==> src/hw/rtl/char_class_bitmap_builder_core_assert.svh <==
// ----------------------------------------------------------------------------
// Character class bitmap builder: assertion macros
// Concurrent assertion helpers shared by the RTL of this block.
// ----------------------------------------------------------------------------
`ifndef CHAR_CLASS_BITMAP_BUILDER_CORE_ASSERT_SVH
`define CHAR_CLASS_BITMAP_BUILDER_CORE_ASSERT_SVH

// Same-cycle implication, clocked on clk and disabled during reset.
`define CCBB_ASSERT_IMPL(lbl, ante, cons, msg) \
	lbl: assert property (@(posedge clk) disable iff (!arst_n) (ante) |-> (cons)) \
		else $error(msg);

// Next-cycle implication, clocked on clk and disabled during reset.
`define CCBB_ASSERT_NEXT(lbl, ante, cons, msg) \
	lbl: assert property (@(posedge clk) disable iff (!arst_n) (ante) |=> (cons)) \
		else $error(msg);

`endif

==> src/hw/rtl/ccbb_pkg.sv <==
`timescale 1ns / 1ps
// ----------------------------------------------------------------------------
// Character class bitmap builder package
// Item types, parser codes and the hex digit decoder.
// ----------------------------------------------------------------------------
package ccbb_pkg;

	localparam int unsigned BitmapBytes = 32;
	localparam int unsigned IdxW        = $clog2(BitmapBytes);

	localparam logic [7:0] CHAR_BACKSLASH = 8'h5C;
	localparam logic [7:0] CHAR_LOWER_X   = 8'h78;
	localparam logic [7:0] CHAR_UPPER_X   = 8'h58;

	typedef enum logic [0:0] {
		OP_CHAR = 1'b0,
		OP_END  = 1'b1
	} opcode_t;

	typedef enum logic [3:0] {
		MODE_NORMAL = 4'b0001,
		MODE_ESCAPE = 4'b0010,
		MODE_HEX_HI = 4'b0100,
		MODE_HEX_LO = 4'b1000
	} parse_mode_t;

	typedef struct packed {
		logic       opcode;
		logic [7:0] data_byte;
	} in_item_t;

	typedef struct packed {
		logic [7:0]      set_byte;
		logic [IdxW-1:0] byte_index;
		logic            parse_error;
		logic            last;
	} out_item_t;

	typedef struct packed {
		logic       valid;
		logic [3:0] value;
	} hex_digit_t;

	// Decodes one ASCII hex digit in either case.
	function automatic hex_digit_t hex_decode(input logic [7:0] c);
		hex_digit_t d;
		d.valid = 1'b0;
		d.value = c[3:0];
		if (c >= 8'h30 && c <= 8'h39) begin
			d.valid = 1'b1;
		end else if ((c >= 8'h41 && c <= 8'h46) || (c >= 8'h61 && c <= 8'h66)) begin
			d.valid = 1'b1;
			d.value = c[3:0] + 4'd9;
		end
		return d;
	endfunction

endpackage

==> src/hw/rtl/ccbb_in_if.sv <==
`timescale 1ns / 1ps
// ----------------------------------------------------------------------------
// Stream input channel
// Valid/ready channel that carries one stream item per transaction.
// ----------------------------------------------------------------------------
interface ccbb_in_if;
	import ccbb_pkg::*;

	logic     valid;
	logic     ready;
	in_item_t item;

	modport source (output valid, output item, input ready);
	modport sink   (input valid, input item, output ready);
endinterface

==> src/hw/rtl/ccbb_out_if.sv <==
`timescale 1ns / 1ps
// ----------------------------------------------------------------------------
// Bitmap output channel
// Valid/ready channel that carries one bitmap byte per transaction.
// ----------------------------------------------------------------------------
interface ccbb_out_if;
	import ccbb_pkg::*;

	logic      valid;
	logic      ready;
	out_item_t item;

	modport source (output valid, output item, input ready);
	modport sink   (input valid, input item, output ready);
endinterface

==> src/hw/rtl/char_class_bitmap_builder_core.sv <==
`timescale 1ns / 1ps
// ----------------------------------------------------------------------------
// Character class bitmap builder core
// Parses an escaped character-set byte stream into a 256-bit membership map.
// ----------------------------------------------------------------------------
// A stream byte is accepted in every cycle while no readout is running: the
// escape parser and the bitmap update finish in the cycle the transaction is
// taken, so bytes go in back to back at one per clock. An end item starts a
// readout of 32 bitmap bytes through a single output register; the readout
// stalls while the sink is not ready. Input is held off until the last bitmap
// byte has been loaded into the output register, at which point the bitmap is
// cleared and new stream bytes are taken again even if that last byte still
// waits to be taken.
// ----------------------------------------------------------------------------
`include "char_class_bitmap_builder_core_assert.svh"

module char_class_bitmap_builder_core (
	input logic      clk,
	input logic      arst_n,
	ccbb_in_if.sink  stream,
	ccbb_out_if.source bitmap
);
	import ccbb_pkg::*;

	// Membership bitmap: entry i holds codes i*8 (bit 7) to i*8+7 (bit 0).
	logic [BitmapBytes-1:0][7:0] member_q;

	// Escape parser state.
	parse_mode_t mode_q;
	logic [3:0]  nibble_q;
	logic        error_q;

	// Readout sequencer and output register.
	logic            rd_active_q;
	logic [IdxW-1:0] rd_idx_q;
	logic            rd_err_q;
	logic            out_valid_q;
	out_item_t       out_q;

	logic            in_accept;
	logic            char_accept;
	logic            end_accept;
	logic            load;
	logic            rd_final;

	// Next parser state for an accepted stream byte.
	parse_mode_t     mode_d;
	logic [3:0]      nibble_d;
	logic            error_d;
	logic            mark;
	logic [7:0]      mark_code;
	hex_digit_t      hex;

	assign stream.ready = !rd_active_q;
	assign in_accept    = stream.valid && stream.ready;
	assign char_accept  = in_accept && (stream.item.opcode == OP_CHAR);
	assign end_accept   = in_accept && (stream.item.opcode == OP_END);

	// A bitmap byte moves into the output register whenever it is empty or is
	// being drained in this cycle.
	assign load     = rd_active_q && (!out_valid_q || bitmap.ready);
	assign rd_final = (rd_idx_q == IdxW'(BitmapBytes - 1));

	assign hex = hex_decode(stream.item.data_byte);

	// The parser walks one byte per transaction. After an error every byte is
	// ignored until the end item closes the set.
	always_comb begin
		mode_d    = mode_q;
		nibble_d  = nibble_q;
		error_d   = error_q;
		mark      = 1'b0;
		mark_code = stream.item.data_byte;
		if (!error_q) begin
			unique case (mode_q)
				MODE_NORMAL: begin
					if (stream.item.data_byte == CHAR_BACKSLASH) begin
						mode_d = MODE_ESCAPE;
					end else begin
						mark = 1'b1;
					end
				end
				MODE_ESCAPE: begin
					if (stream.item.data_byte == CHAR_LOWER_X ||
						stream.item.data_byte == CHAR_UPPER_X) begin
						mode_d = MODE_HEX_HI;
					end else begin
						// Any other escaped byte stands for itself.
						mark   = 1'b1;
						mode_d = MODE_NORMAL;
					end
				end
				MODE_HEX_HI: begin
					if (hex.valid) begin
						nibble_d = hex.value;
						mode_d   = MODE_HEX_LO;
					end else begin
						error_d = 1'b1;
						mode_d  = MODE_NORMAL;
					end
				end
				MODE_HEX_LO: begin
					if (hex.valid) begin
						mark      = 1'b1;
						mark_code = {nibble_q, hex.value};
					end else begin
						error_d = 1'b1;
					end
					mode_d = MODE_NORMAL;
				end
				default: begin
					mode_d = MODE_NORMAL;
				end
			endcase
		end
	end

	// Parser registers. An end item latches the error flag for the readout
	// (an escape left open counts as an error) and restarts the parser.
	always_ff @(posedge clk or negedge arst_n) begin
		if (!arst_n) begin
			mode_q   <= MODE_NORMAL;
			nibble_q <= 4'd0;
			error_q  <= 1'b0;
			rd_err_q <= 1'b0;
		end else if (end_accept) begin
			rd_err_q <= error_q || (mode_q != MODE_NORMAL);
			mode_q   <= MODE_NORMAL;
			nibble_q <= 4'd0;
			error_q  <= 1'b0;
		end else if (char_accept) begin
			mode_q   <= mode_d;
			nibble_q <= nibble_d;
			error_q  <= error_d;
		end
	end

	// Bitmap: one bit set per accepted code, whole map cleared once the last
	// byte of a readout has been loaded. No byte is accepted during readout,
	// so the two never meet.
	always_ff @(posedge clk or negedge arst_n) begin
		if (!arst_n) begin
			member_q <= '0;
		end else if (load && rd_final) begin
			member_q <= '0;
		end else if (char_accept && mark) begin
			member_q[mark_code[7:3]] <= member_q[mark_code[7:3]] |
				(8'h80 >> mark_code[2:0]);
		end
	end

	// Readout sequencer: steps through the bitmap entries in ascending order.
	always_ff @(posedge clk or negedge arst_n) begin
		if (!arst_n) begin
			rd_active_q <= 1'b0;
			rd_idx_q    <= '0;
		end else if (end_accept) begin
			rd_active_q <= 1'b1;
			rd_idx_q    <= '0;
		end else if (load) begin
			if (rd_final) begin
				rd_active_q <= 1'b0;
			end
			rd_idx_q <= rd_idx_q + 1'b1;
		end
	end

	// Output register; the valid flag drops only when a transaction completes
	// with nothing new to load behind it.
	always_ff @(posedge clk or negedge arst_n) begin
		if (!arst_n) begin
			out_valid_q <= 1'b0;
		end else if (load) begin
			out_valid_q <= 1'b1;
		end else if (bitmap.ready) begin
			out_valid_q <= 1'b0;
		end
	end

	always_ff @(posedge clk) begin
		if (load) begin
			out_q.set_byte    <= member_q[rd_idx_q];
			out_q.byte_index  <= rd_idx_q;
			out_q.parse_error <= rd_err_q;
			out_q.last        <= rd_final;
		end
	end

	assign bitmap.valid = out_valid_q;
	assign bitmap.item  = out_q;

	// An end item always starts a readout from the first bitmap byte.
	`CCBB_ASSERT_NEXT(a_end_starts_readout, end_accept, rd_active_q && (rd_idx_q == '0), "readout did not start at byte zero")
	// Loading the final byte leaves an empty bitmap and reopens the input.
	`CCBB_ASSERT_NEXT(a_final_clears_map, load && rd_final, (member_q == '0) && !rd_active_q, "bitmap not cleared after readout")
	// The parser never leaves normal mode while an error is pending.
	`CCBB_ASSERT_IMPL(a_error_parks_parser, error_q, mode_q == MODE_NORMAL, "parser active after error")

endmodule
==> src/flat_wrapper.sv <==
// flat-port wrapper written by rule: the top's interface ports become plain ports
module char_class_bitmap_builder_core_flat import ccbb_pkg::*;
  (clk, arst_n, stream_valid, stream_item, stream_ready, bitmap_valid, bitmap_item, bitmap_ready);
  ccbb_in_if stream_i ();
  ccbb_out_if bitmap_i ();
  input logic clk;
  input logic arst_n;
  input wire logic [$bits(stream_i.valid)-1:0] stream_valid;
  input wire logic [$bits(stream_i.item)-1:0] stream_item;
  output wire logic [$bits(stream_i.ready)-1:0] stream_ready;
  output wire logic [$bits(bitmap_i.valid)-1:0] bitmap_valid;
  output wire logic [$bits(bitmap_i.item)-1:0] bitmap_item;
  input wire logic [$bits(bitmap_i.ready)-1:0] bitmap_ready;
  assign stream_i.valid = stream_valid;
  assign stream_i.item = stream_item;
  assign stream_ready = stream_i.ready;
  assign bitmap_valid = bitmap_i.valid;
  assign bitmap_item = bitmap_i.item;
  assign bitmap_i.ready = bitmap_ready;
  char_class_bitmap_builder_core u_core (.clk(clk), .arst_n(arst_n), .stream(stream_i), .bitmap(bitmap_i));
endmodule
==> config.mk <==
export PLATFORM = sky130hd
export DESIGN_NAME = char_class_bitmap_builder_core_flat
export DESIGN_NICKNAME = d
export VERILOG_FILES = /design/src/hw/rtl/ccbb_pkg.sv /design/src/hw/rtl/ccbb_in_if.sv /design/src/hw/rtl/ccbb_out_if.sv /design/src/hw/rtl/char_class_bitmap_builder_core.sv /design/src/flat_wrapper.sv
export VERILOG_INCLUDE_DIRS = /design/src /design/src/hw/rtl
export SDC_FILE = /design/constraint.sdc
export NUM_CORES = 1
export LEC_CHECK = 0
export ABC_AREA = 0
export BUFFER_PORTS_ARGS = -buffer_cell sky130_fd_sc_hd__buf_2
export CAP_MARGIN = 20
export CORE_ASPECT_RATIO = 0.8
export CORE_MARGIN = 5
export CORE_UTILIZATION = 32
export DETAILED_ROUTE_END_ITERATION = 10
export GPL_TIMING_DRIVEN = 0
export PLACE_DENSITY = 0.45
export SLEW_MARGIN = 20
export SYNTH_ARGS = -nofsm -noshare
export SYNTH_HDL_FRONTEND = slang
export SYNTH_SLANG_ARGS = --single-unit
==> constraint.sdc <==
create_clock -name clk -period 3.8 [get_ports clk]
set_input_delay 0.19 -clock clk [delete_from_list [all_inputs] [get_ports clk]]
set_output_delay 0.19 -clock clk [all_outputs]
set_load 0.02 [all_outputs]
After elaboration in Yosys (flattened, before gate mapping)
Index checks and enable logic that the tools add are counted.

storage, ports and cells
  flip-flop bits (word level) = 288
  bits of input ports = 13

operators by class
  $add $sub $neg = 2
  order comparisons = 9
  equal/unequal tests = 11
  shift-type cells = 1
  muxes and demuxes = 44
  bitwise logic cells = 2
  reductions and logical operators = 27

operators with widths
  kind                   number
  $mux W256              2
  $bwmux W256            1
  $bmux W8 S5            2
  $mux W8                6
  $mux W4                11
  $demux W8 S5           1
  $eq A8 B7 Y1 const B   3
  $ge A8 B7 Y1 const B   2
  $le A8 B7 Y1 const B   2
  $mux W1                15
  $mux W5                3
  $reduce_bool A2 Y1     7
  $lt A5 B6 Y1 const B   2
  $pmux W4 S3            1
  $logic_and A1 B1 Y1    10
  $ge A8 B6 Y1 const B   1
  $le A8 B6 Y1 const B   1
  $or A8 B8 Y8           1
  $shr A8 B3 Y8 const A  1
  $add A5 B1 Y5 const B  1
  $eq A5 B5 Y1 const B   1
  $ge A5 B1 Y1 const B   1
  $add A4 B4 Y4 const B  1
  $eq A4 B1 Y1 const B   1
  other kinds (15)       19

Depth between registers and ports, before layout
  word-level depth = 15
  depth in mapped cells = 16
  depth with buffers taken out = 10

Worst setup path after synthesis
No wires, ideal clock.

  path type = input -> register
  start point = in stream_item[0]
  end point = reg u_core.member_q[195] (netlist bit)
  setup time = 0.078 ns
  arrival time = 3.226 ns
  setup slack = 0.496 ns
  cell stages on the path = 14
  cells stage by stage = buf_1 inv_1 ha_1 a2111oi_4 and3_1 o22a_1 buf_2 buf_2 mux2i_1 o22ai_1 or4_1 clkbuf_1 buf_2 a21oi_1

between the ends
  cells in the longest elaborated chain, start to end = 15
  elaborated cells on any way between the ends = 40
  those cells by class = add/sub: 1; order compare: 8; eq/ne: 3; shift: 1; mux: 18; bitwise: 1; reduce/logical: 8

RTL lines
  element                                                                    RTL line                               text
  start: declaration                                                         flat_wrapper.sv:9                      input wire logic [$bits(stream_i.item)-1:0] stream_item;
  $ge A8 B7 Y1 / $le A8 B7 Y1 (equally long branches)                        ccbb_pkg.sv:51                         end else if ((c >= 8'h41 && c <= 8'h46) || (c >= 8'h61 && c <= 8'h66)) begin
  $logic_and A1 B1 Y1                                                        ccbb_pkg.sv:51
  $logic_or A1 B1 Y1                                                         ccbb_pkg.sv:51
  $mux W5                                                                    ccbb_pkg.sv:51
  $mux W4 / $mux W1 (equally long branches)                                  ccbb_pkg.sv:49                         if (c >= 8'h30 && c <= 8'h39) begin
  $mux W8                                                                    char_class_bitmap_builder_core.sv:103  if (hex.valid) begin
  $mux W8                                                                    char_class_bitmap_builder_core.sv:75   unique case (mode_q)
  $mux W8                                                                    char_class_bitmap_builder_core.sv:74   if (!error_q) begin
  $lt A5 B6 Y1 (not written as such) / $ge A5 B1 Y1 (equally long branches)  char_class_bitmap_builder_core.sv:147  member_q[mark_code[7:3]] <= member_q[mark_code[7:3]] |
  $logic_and A1 B1 Y1 (not written as such)                                  char_class_bitmap_builder_core.sv:147
  $mux W8 (not written as such)                                              char_class_bitmap_builder_core.sv:147
  $demux W8 S5                                                               -
  $bwmux W256                                                                char_class_bitmap_builder_core.sv:147
  $mux W256                                                                  char_class_bitmap_builder_core.sv:146  end else if (char_accept && mark) begin
  $mux W256                                                                  char_class_bitmap_builder_core.sv:144  end else if (load && rd_final) begin
  end signal: indexed assignment                                             char_class_bitmap_builder_core.sv:147
  end: declaration                                                           char_class_bitmap_builder_core.sv:26   logic [BitmapBytes-1:0][7:0] member_q;

Parallel ways exist; a longest one is shown, timed or not. The select of a mux whose other input is x is not followed.
A chain may end at the register's enable or synchronous reset.

Worst setup path in the final report
  start point = reg u_core.mode_q[2]
  end point = reg u_core.member_q[234] (netlist bit)

between the ends
  cells in the longest elaborated chain, start to end = 10
  elaborated cells on any way between the ends = 21
  those cells by class = order compare: 2; eq/ne: 3; shift: 1; mux: 11; bitwise: 1; reduce/logical: 3

RTL lines
  element                                                                    RTL line                               text
  start: declaration                                                         char_class_bitmap_builder_core.sv:29   parse_mode_t mode_q;
  start signal: assignment                                                   char_class_bitmap_builder_core.sv:132  mode_q <= mode_d;
  $eq A4 B4 Y1                                                               char_class_bitmap_builder_core.sv:75
  $mux W8                                                                    char_class_bitmap_builder_core.sv:75
  $mux W8                                                                    char_class_bitmap_builder_core.sv:74
  $lt A5 B6 Y1 (not written as such) / $ge A5 B1 Y1 (equally long branches)  char_class_bitmap_builder_core.sv:147
  $logic_and A1 B1 Y1 (not written as such)                                  char_class_bitmap_builder_core.sv:147
  $mux W8 (not written as such)                                              char_class_bitmap_builder_core.sv:147
  $demux W8 S5                                                               -
  $bwmux W256                                                                char_class_bitmap_builder_core.sv:147
  $mux W256                                                                  char_class_bitmap_builder_core.sv:146
  $mux W256                                                                  char_class_bitmap_builder_core.sv:144

Parallel ways exist; a longest one is shown, timed or not. The select of a mux whose other input is x is not followed.

==> results.json <==
{
  "grt-ovfl-total": 0,
  "grt_busiest_layer": "met1",
  "finalMaxSlewViolations": 0,
  "first_global_vias": 15070,
  "finalNetCount": 1868,
  "cts_tree": "done",
  "n_antenna_cell": 0,
  "die-area_um2": 58290,
  "power_leakage_uw": 0.008984,
  "antenna_found_initial": 0,
  "finClkSkew_ps": 25.77,
  "clkTransAtPathRegs_ps": 60,
  "grt_use_total_pct": 25.44,
  "grt_pass1_wl_mm": 109.0,
  "drt_pass1_iterations": 6,
  "viasPerCell": 6.109,
  "synthArstFlopShare_pct": 94.79,
  "gp_congestion": 0.9498,
  "power_uw": 10150,
  "grt_max_degree": 88,
  "rsz0062_at_grt": "yes",
  "clk_path_buf_depth": 3,
  "final-hold-violation-count": 0,
  "start_util_pct": 32.48,
  "synth.distinct_cells": 62,
  "arrival_ps": 4220,
  "cts_root_buf": "clkbuf_16",
  "register_area_um2": 7283,
  "routedWlPerCell_um": 29.60,
  "synth_area_um2": 17130,
  "dp_slack_ps": -1069,
  "cts_made_buffers": 34,
  "multiInputGateArea_um2": 9306,
  "status": "finished clean",
  "area_delta_synth_final_pct": 15.69,
  "use_met2_pct": 36.56,
  "max_clock_freq_mhz": 266.6,
  "timing.hold.ws_ps": 33.81,
  "min_path_type": "in2reg",
  "ir_worst_vdd_uv": 366.0,
  "h-tree-depth": 2,
  "period_share_pct": 98.71,
  "drt_iter0_drc": 1909,
  "final_cell_mix": "a21oi_1 (521), nor2_1 (275), dfrtp_1 (272)",
  "ys_ff_latch": 288,
  "ant_nets": 0,
  "route.final.wire_length_mm": 75.94,
  "finalSetupViolCount": 0,
  "finalCriticalPeriod_ps": 3751,
  "start_kind": "register",
  "max_cap_violations": 0,
  "grtUsageMet1_pct": 37.42,
  "grt_util_met3_pct": 6.617,
  "drive_above_1_share_pct": 17.03,
  "die_h_um": 216.9,
  "fp-row-count": 75,
  "tns_ps": 0,
  "routed-via-count": 15680,
  "clock-sinks": 288,
  "ioPinCount": 30,
  "syn_avg_cell_area_um2": 9.618,
  "cp-end-kind": "register",
  "ys_seq_area_share_pct": 42.52,
  "synth_edf_count": 15,
  "worst_pin_slew_ps": 1195,
  "dp_hpwl_mm": 53.77,
  "drcViolationCount": 0,
  "io_buffers": 28,
  "cp_max_fo": 10,
  "final_core_util_pct": 37.58,
  "power_per_cell_area_nw_per_um2": 512.0,
  "crit_type": "reg2reg",
  "crit_required_ps": 4270,
  "yosysWarnings": 0,
  "synthCells": 1781,
  "clock_latency_ps": 570,
  "fill_cells": 5304,
  "final_common_cell": "a21oi_1",
  "syn_nets": 1800,
  "timing.final.ws_setup_ps": 48.89,
  "slew_headroom_pct": 20.36,
  "core_area_um2": 52740,
  "chipWidth_um": 268.7,
  "ys.flop_type": "dfrtp_1"
}
routing by layer:
layer / vias up / part of all wire (%)
met3: 178 / 9.9
met1: 8032 / 44
li1: 6645 / -
met4: 0 / 3.6
met5: - / 0
met2: 820 / 42
registers in the layout, summed over array words and instances, names as in the netlist:
signal / flops
u_core.nibble_q: 4
u_core.error_q: 1
u_core.bitmap.valid: 1
u_core.rd_err_q: 1
u_core.bitmap.item: 15
u_core.mode_q: 4
u_core.member_q: 256
u_core.rd_idx_q: 5
u_core.rd_active_q: 1
synthesized netlist by cell type (9+ instances only):
master | instances | area (um^2)
a21oi_1 | 521 | 2608
nor2_1 | 275 | 1032
dfrtp_1 | 272 | 6807
mux2i_1 | 194 | 1942
clkbuf_1 | 110 | 412.9
mux4_2 | 80 | 1802
buf_2 | 46 | 230.2
nor3_1 | 37 | 185.2
o22ai_1 | 36 | 225.2
or3_1 | 34 | 212.7
nand2_1 | 20 | 75.07
edfxtp_1 | 15 | 450.4
buf_1 | 13 | 48.80
buf_6 | 10 | 112.6
or4_1 | 9 | 67.56
logic make-up (layout without fill, tap and decap cells):
family	after synthesis	count (layout)	synth area share, %
adder cells (fa/ha/maj)	6	6	0.4382
XOR/XNOR	6	6	0.3068
AO/OA/AOI/OAI	597	597	18.79
buffers and inverters	193	285	5.113
AND/OR/NAND/NOR	409	409	10.46
flip-flops	288	288	42.52
multiplexers	282	282	22.38
area by class of cell:
cell class              count  area share, %
plain buffers             180          4.779
repair buffers             36          1.389
multi-input cells        1300          46.96
flip-flops and latches    288          36.75
clock inverters             8         0.3662
well taps                 693          4.375
clock buffers              52          5.209
inverters                   9         0.1705
critical path, cell delays in order (launching register included):
cell	delay (ps)
dfrtp_1	410
nand2b_1	220
nor4_4	60
buf_6	150
a41oi_2	280
buf_2	300
buf_2	430
mux2i_1	160
mux2i_2	300
o22ai_1	140
or4_1	550
clkbuf_1	220
buf_4	250
a21oi_1	150
where the power goes:
part / internal (uW) / total (uW) / switching [uW]
combinational: 1100 / 2970 / 1870
clock: 1950 / 3380 / 1430
sequential: 3480 / 3790 / 310
through the flow:
stage                     instance area [um^2]  cells
after floorplan                          17130   1781
final                                    19820   2566
after detailed placement                 18350   2506
after global routing                     19820   2566
after global placement                   18140   2502
after CTS                                19690   2568
timing repair:
item | in CTS | in global routing
endpoints found under the hold margin | 117 | 0
endpoints found under the setup margin | 256 | 246
buffers inserted | 2 | 0
hold buffers | 2 | 0
resized for setup | 55 | 38
pin swaps | 1 | 0
path summary, 6_finish.rpt:
| path | from | to | slack [ps] | cells after the start |
|---|---|---|---|---|
| min in group asynchronous | arst_n | u_core.mode_q[1] | 130 | 2 |
| hold reg to reg | u_core.rd_err_q | u_core.bitmap.item[1] | 460 | 0 |
| max in group asynchronous | arst_n | u_core.member_q[254] | 2380 | 4 |
| setup / recovery | u_core.mode_q[2] | u_core.member_q[234] | 50 | 13 |
| setup reg to reg | u_core.mode_q[2] | u_core.member_q[234] | 50 | 13 |
| hold / removal | stream_item[8] | u_core.mode_q[0] | 30 | 4 |
(Power assumes the default switching activity.)
